$ cat src/sle_pkg.sv
`default_nettype none
package sle_pkg;

	// Request codes
	localparam logic [1:0] OP_INSERT  = 2'd0;
	localparam logic [1:0] OP_EXTRACT = 2'd1;
	localparam logic [1:0] OP_SEARCH  = 2'd2;

	localparam int DEF_CAPACITY = 16;
	localparam int KEY_W        = 32;
	localparam int COUNT_OUT_W  = 5;

	// Per-request shift command broadcast to every cell
	typedef struct packed {
		logic shift_in;   // insert: cells at or past the slot take from the left
		logic shift_out;  // extract: cells at or past the match take from the right
	} cell_ctrl_t;

endpackage
`default_nettype wire

$ cat src/sle_cell.sv
`default_nettype none
module sle_cell
	import sle_pkg::*;
(
	input  wire logic                    clk,
	input  wire cell_ctrl_t              ctrl,
	input  wire logic signed [KEY_W-1:0] key,
	input  wire logic                    active,
	input  wire logic signed [KEY_W-1:0] left_entry,
	input  wire logic                    left_ge,
	input  wire logic signed [KEY_W-1:0] right_entry,
	output logic signed [KEY_W-1:0]      entry,
	output logic                         ge,
	output logic                         found
);

	logic signed [KEY_W-1:0] entry_q;

	// At or past the first stored key >= request key (empty cells count as past)
	always_comb begin
		ge    = !active || !(entry_q < key);
		found = ge && !left_ge && active && (entry_q == key);
	end

	// Insert shifts up from the left, extract shifts down from the right
	always_ff @(posedge clk) begin
		if (ctrl.shift_in && ge) begin
			entry_q <= left_ge ? left_entry : key;
		end else if (ctrl.shift_out && ge) begin
			entry_q <= right_entry;
		end
	end

	assign entry = entry_q;

endmodule
`default_nettype wire

$ cat src/sorted_list_engine.sv
// Channel  | Signals                        | Direction
// ---------+--------------------------------+----------
// request  | in_valid, in_stall, req_type,  | in
//          | key                            |
// result   | out_valid, out_stall, hit,     | out
//          | status, entry_count            |
//
// Each request is first captured, then committed in a step in which every cell
// compares against the key in parallel and the row shifts by one place.
// One request is in work at a time; a result waiting in the output register
// does not block the next capture, only the commit step of the one after.
// Reset clears the entry count and handshake state; cell contents are not reset.
`default_nettype none
module sorted_list_engine
	import sle_pkg::*;
#(
	parameter int CAPACITY = DEF_CAPACITY
) (
	input  wire logic                    clk,
	input  wire logic                    arst_n,
	input  wire logic                    in_valid,
	output logic                         in_stall,
	input  wire logic [1:0]              req_type,
	input  wire logic signed [KEY_W-1:0] key,
	output logic                         out_valid,
	input  wire logic                    out_stall,
	output logic                         hit,
	output logic                         status,
	output logic [COUNT_OUT_W-1:0]       entry_count
);

	localparam int CW = $clog2(CAPACITY + 1);

	logic                    busy_q;
	logic [1:0]              op_q;
	logic signed [KEY_W-1:0] key_q;
	logic [CW-1:0]           n_q;
	logic                    out_valid_q;
	logic                    hit_q;
	logic                    status_q;
	logic [CW-1:0]           n_out_q;

	logic                    commit;
	logic                    full;
	logic                    found_any;
	logic [CW-1:0]           n_next;
	logic [CW+COUNT_OUT_W-1:0] cnt_ext;
	cell_ctrl_t              ctrl;

	logic signed [KEY_W-1:0] entry_v [CAPACITY];
	logic [CAPACITY-1:0]     ge_v;
	logic [CAPACITY-1:0]     found_v;

	// Capture a request while no other one is in work
	assign in_stall = busy_q;

	always_ff @(posedge clk or negedge arst_n) begin
		if (!arst_n) begin
			busy_q <= 1'b0;
		end else if (in_valid && !in_stall) begin
			busy_q <= 1'b1;
		end else if (commit) begin
			busy_q <= 1'b0;
		end
	end

	always_ff @(posedge clk) begin
		if (in_valid && !in_stall) begin
			op_q  <= req_type;
			key_q <= key;
		end
	end

	// Commit once the output register can take the result
	always_comb begin
		commit         = busy_q && (!out_valid_q || !out_stall);
		full           = (n_q == CW'(CAPACITY));
		found_any      = |found_v;
		ctrl.shift_in  = commit && (op_q == OP_INSERT) && !full;
		ctrl.shift_out = commit && (op_q == OP_EXTRACT) && found_any;
		n_next         = n_q;
		if (ctrl.shift_in) begin
			n_next = n_q + CW'(1);
		end else if (ctrl.shift_out) begin
			n_next = n_q - CW'(1);
		end
	end

	// Row of cells
	for (genvar i = 0; i < CAPACITY; i++) begin : g_cell
		logic signed [KEY_W-1:0] left_entry;
		logic                    left_ge;
		logic signed [KEY_W-1:0] right_entry;

		if (i == 0) begin : g_first
			assign left_entry = key_q;
			assign left_ge    = 1'b0;
		end else begin : g_mid
			assign left_entry = entry_v[i-1];
			assign left_ge    = ge_v[i-1];
		end

		if (i == CAPACITY - 1) begin : g_last
			assign right_entry = entry_v[i];
		end else begin : g_inner
			assign right_entry = entry_v[i+1];
		end

		sle_cell u_cell (
			.clk         (clk),
			.ctrl        (ctrl),
			.key         (key_q),
			.active      (CW'(i) < n_q),
			.left_entry  (left_entry),
			.left_ge     (left_ge),
			.right_entry (right_entry),
			.entry       (entry_v[i]),
			.ge          (ge_v[i]),
			.found       (found_v[i])
		);
	end

	// Count and output handshake
	always_ff @(posedge clk or negedge arst_n) begin
		if (!arst_n) begin
			n_q         <= '0;
			out_valid_q <= 1'b0;
		end else begin
			if (commit) begin
				n_q         <= n_next;
				out_valid_q <= 1'b1;
			end else if (!out_stall) begin
				out_valid_q <= 1'b0;
			end
		end
	end

	// Result payload
	always_ff @(posedge clk) begin
		if (commit) begin
			hit_q    <= ((op_q == OP_EXTRACT) || (op_q == OP_SEARCH)) && found_any;
			status_q <= (op_q == OP_INSERT) && full;
			n_out_q  <= n_next;
		end
	end

	assign cnt_ext     = (CW + COUNT_OUT_W)'(n_out_q);
	assign out_valid   = out_valid_q;
	assign hit         = hit_q;
	assign status      = status_q;
	assign entry_count = cnt_ext[COUNT_OUT_W-1:0];

`ifndef NO_ASSERTIONS
	// Count never exceeds the row length
	assert property (@(posedge clk) disable iff (!arst_n) n_q <= CW'(CAPACITY))
		else $error("entry count above capacity");

	// At most one cell can be the first match
	assert property (@(posedge clk) disable iff (!arst_n) $onehot0(found_v))
		else $error("more than one first-match cell");

	// A captured request sets busy, so no other one is captured before it is committed
	assert property (@(posedge clk) disable iff (!arst_n)
		(in_valid && !in_stall) |=> busy_q)
		else $error("request capture lost");

	// A dropped insert never reports a hit
	assert property (@(posedge clk) disable iff (!arst_n)
		(out_valid_q && status_q) |-> !hit_q)
		else $error("hit and full flag together");
`endif

endmodule
`default_nettype wire

$ cat config.mk
export PLATFORM = sky130hd
export DESIGN_NAME = sorted_list_engine
export DESIGN_NICKNAME = d
export VERILOG_FILES = /design/src/sle_pkg.sv /design/src/sle_cell.sv /design/src/sorted_list_engine.sv
export SDC_FILE = /design/constraint.sdc
export NUM_CORES = 2
export LEC_CHECK = 0
export ABC_AREA = 1
export BUFFER_PORTS_ARGS = -buffer_cell sky130_fd_sc_hd__buf_2
export CORE_AREA = 2 2 300 302
export CTS_CLUSTER_SIZE = 14
export DETAILED_ROUTE_END_ITERATION = 10
export DIE_AREA = 0 0 302 304
export SETUP_SLACK_MARGIN = 0.15
export SYNTH_ARGS = -nofsm -noshare
export SYNTH_HDL_FRONTEND = slang
export SYNTH_SLANG_ARGS = --single-unit
$ cat constraint.sdc
create_clock -name clk -period 9.5 [get_ports clk]
set_input_delay 0.475 -clock clk [delete_from_list [all_inputs] [get_ports clk]]
set_output_delay 0.475 -clock clk [all_outputs]
set_load 0.02 [all_outputs]
==> results.md <==
- CORE AREA: 89000 um2
- Number of distinct library cells after synthesis: 46
- Final hold violations: 0
- Critical Path Source Type: register
- Fin Hold WS: 0.0295 ns
- Fin crit share: 67.9%
- DRC viols: 0
- Number of diodes: 0
- Clock Root Buffer: clkbuf_16
- Die area: slightly above 90000 um2
- Crit-path max cell delay: roughly 1 ns
- Leakage power: 18.2 nW
- Number of global-route vias before repair: 34.6k
- Max Clk Rate: 0.155 GHz
- Slew headroom: between 10% and 20%
- Post-synth top area cell: edfxtp_1
- Final Critical Period: 6.45 ns
- CP endpoint kind: register
- Post-synthesis sequential area ratio: 42.3%
- Clock Sinks: 560
- Post-route cell area: approximately 43000 um2
- CTS buffer count: 70
- Critical path class: reg -> reg
- Reg clk slew, reported paths: approximately 0.06 ns
- Setup bufs post-CTS: 0
- CTS tree: done
- Avg WL per Cell: 23.6 um
- WP data required: 9.72 ns
- Top cell type's share of synthesized area: 41.9%
- Largest net degree at the start of global routing: 68
- Setup Skew: between 0.03 and 0.04 ns
- Unrepaired setup endpoints after global routing: false
- Port-buffer cells: between 40 and 50
- Post-cts hold buffer count: 6
- Post-DP HPWL: roughly 100 mm
- Max clock buf depth: 3
- Area contributors post-synth: edfxtp_1 (42%), ha_1 (16%), nand2_1 (12%), nor2_1 (6.0%), a21oi_1 (5.3%)
- Min-delay worst type: in -> reg
- Routed WL: 141 mm
- Warnings from Yosys: 0
- Antenna-violating nets left: 0
- Mapped Nets: 5342
- Count of final setup violators: 0
- Worst-skew pair later-pin latency: 0.63 ns
- Synthesized flop and latch total: 560
- CTS H-tree lvls: 3
- Total grt overflow: 0
- Area grow syn2layout: 9.63%
- I/O pins: 47
- Vias: 35.4k
- GRT Total Usage: 30.5%
- CP Cell Sequence: inv_1 -> ha_1 -> nand2_1 -> nor2_1 -> inv_1 -> nor4_2 -> nand2_1 -> nand3b_1 -> nand3_2 -> buf_4 -> inv_2 -> nand3_1 -> nand3_1 -> nor2_2 -> nand2_4 -> nand2_4 -> nand2_4 -> inv_6 -> nor2_4
- Slowest library cell on the worst path: nor2_4
- # nets final: 5312
- Post-CTS sizing: 0
- Cells after synthesis: 4787
- Max VDD drop: around 0.00018 V
- Initial antenna violation count: 1
- Slew at the pin closest to its max-slew limit: 1.28 ns
- Max-slew violations: 0
- Die Height: 304 um
- Global placer's final weighted congestion: 0.900
- Syn Area/Cell: 8.29 um2
- Max Cap Violations: 0
- Starting Density: approximately 45%
- Setup TNS: 0 ns
- Status: completed
- Worst-path fanout max: 36
- Share of layout cells above drive strength 1: slightly above 6%
- DRT iter0 DRCs: 3797
- Synth Cell Area: 39700 um2
- First-pass GRT wire length: 213 mm
- Most used cell, CP: nand2_4
- Pwr Total: 10.9 mW
- Die W: 302 um
- Critical path arrival: between 6 and 7 ns
- DR vias/cell: roughly 5.9
- PD cells: 252 nW/um2
- Drt pass-1 iters: 6
- Num rows: 110
- Cell Area, Placed: 41100 um2
==> flip-flops by register name, indices dropped and copies added (netlist names) <==
name,flops
g_cell.u_cell.entry,512
g_cell.left_entry,32
entry_count,5
n_q,5
op_q,2
hit,1
in_stall,1
out_valid,1
status,1
==> path summary, 6_finish.rpt <==
kind	from	endpoint	slack, ns	depth (start not counted)
worst max-delay path	g_cell[0].left_entry[23]	g_cell[0].u_cell.entry[19]	3.05	19
worst min-delay path	key[10]	g_cell[0].left_entry[10]	0.03	1
worst max register to register	g_cell[0].left_entry[23]	g_cell[0].u_cell.entry[19]	3.05	19
worst min register to register	out_valid	out_valid	0.50	2
max in group asynchronous	arst_n	n_q[3]	9.08	2
min in group asynchronous	arst_n	in_stall	0.23	2
==> cells in the final DEF (no fill, tap or decap), types with 28 or more instances in the layout <==
cell type and instances:
a31oi_1 211, nand3_1 79, o21ai_0 380, a21oi_1 421, nor2_1 621, clkbuf_16 75
nand2_1 1240, edfxtp_1 553, buf_4 69, nor3_1 37, inv_1 222, o21a_1 28
nand4_1 47, buf_2 46, o21ai_1 64, ha_1 517
==> cell usage after synthesis (all sizes together) <==
library cell  count
a21oi           422
o211ai            2
o21bai           12
a21o              4
clkinv            4
nand3            89
clkbuf          169
a21boi            2
nand4            47
buf              54
o21a             28
ha              517
o21ai           444
a31oi           211
dfrtp             7
xor2              2
o22ai            11
nor2            657
and2              1
edfxtp          553
nand2          1246
nor4             13
nor3             40
nor3b             3
and3              2
inv             240
nand3b            6
or3               1
==> cell families after synthesis <==
logic type | after synthesis | share of synthesized area, %
buffers and inverters | 467 | 4.64
AND/OR/NAND/NOR | 2105 | 21.4
flip-flops | 560 | 42.3
XOR/XNOR | 2 | 0.0442
AO/OA/AOI/OAI | 1136 | 15.3
adder cells (fa/ha/maj) | 517 | 16.3
==> worst max-delay path, delay by kind of cell (launching register included) <==
| kind | cells | cell delay (ns) |
|---|---|---|
| simple gates | 13 | 2.89 |
| buf+inv | 5 | 1.67 |
| flops | 1 | 0.88 |
| fa+ha+maj | 1 | 0.54 |
==> power by group <==
| group | switching, mW | leakage (nW) | internal (mW) |
|---|---|---|---|
| Sequential | 0.390 | 5.12 | 3.28 |
| Clock | 1.14 | 1.13 | 1.65 |
| Combinational | 3.28 | 12.0 | 1.19 |
| Total | 4.82 | 18.2 | 6.12 |
==> metal layers <==
metal	up-vias	global-route usage (%)	part of all wire [%]	wire, um
met5	-	0	0.0085	12
li1	16678	-	-	-
met1	16814	41.1	42	58900
met3	313	4.26	8.0	11300
met4	2	13.3	4.7	6660
met2	1632	48.9	46	64200
==> layout make-up <==
class	count	area (um2)
clock buffers	86	1920
clock inverters	36	384
fillers	8532	45600
inverters	244	925
multi-input cells	3760	21200
flip-flops and latches	560	16800
well taps	1176	1470
repair buffers	121	808
==> metrics by stage <==
step / worst slack [ns] / utilization (%) / cells
floorplan: 5.21 / - / 4787
global placement: 3.16 / 46.2 / 5855
detailed placement: 3.05 / 46.2 / 5855
CTS: 3.03 / 48.8 / 5983
global route: 2.66 / 48.8 / 5983
finish: 3.05 / 48.8 / 5983
Note: power is estimated with default switching activity, not from simulation.
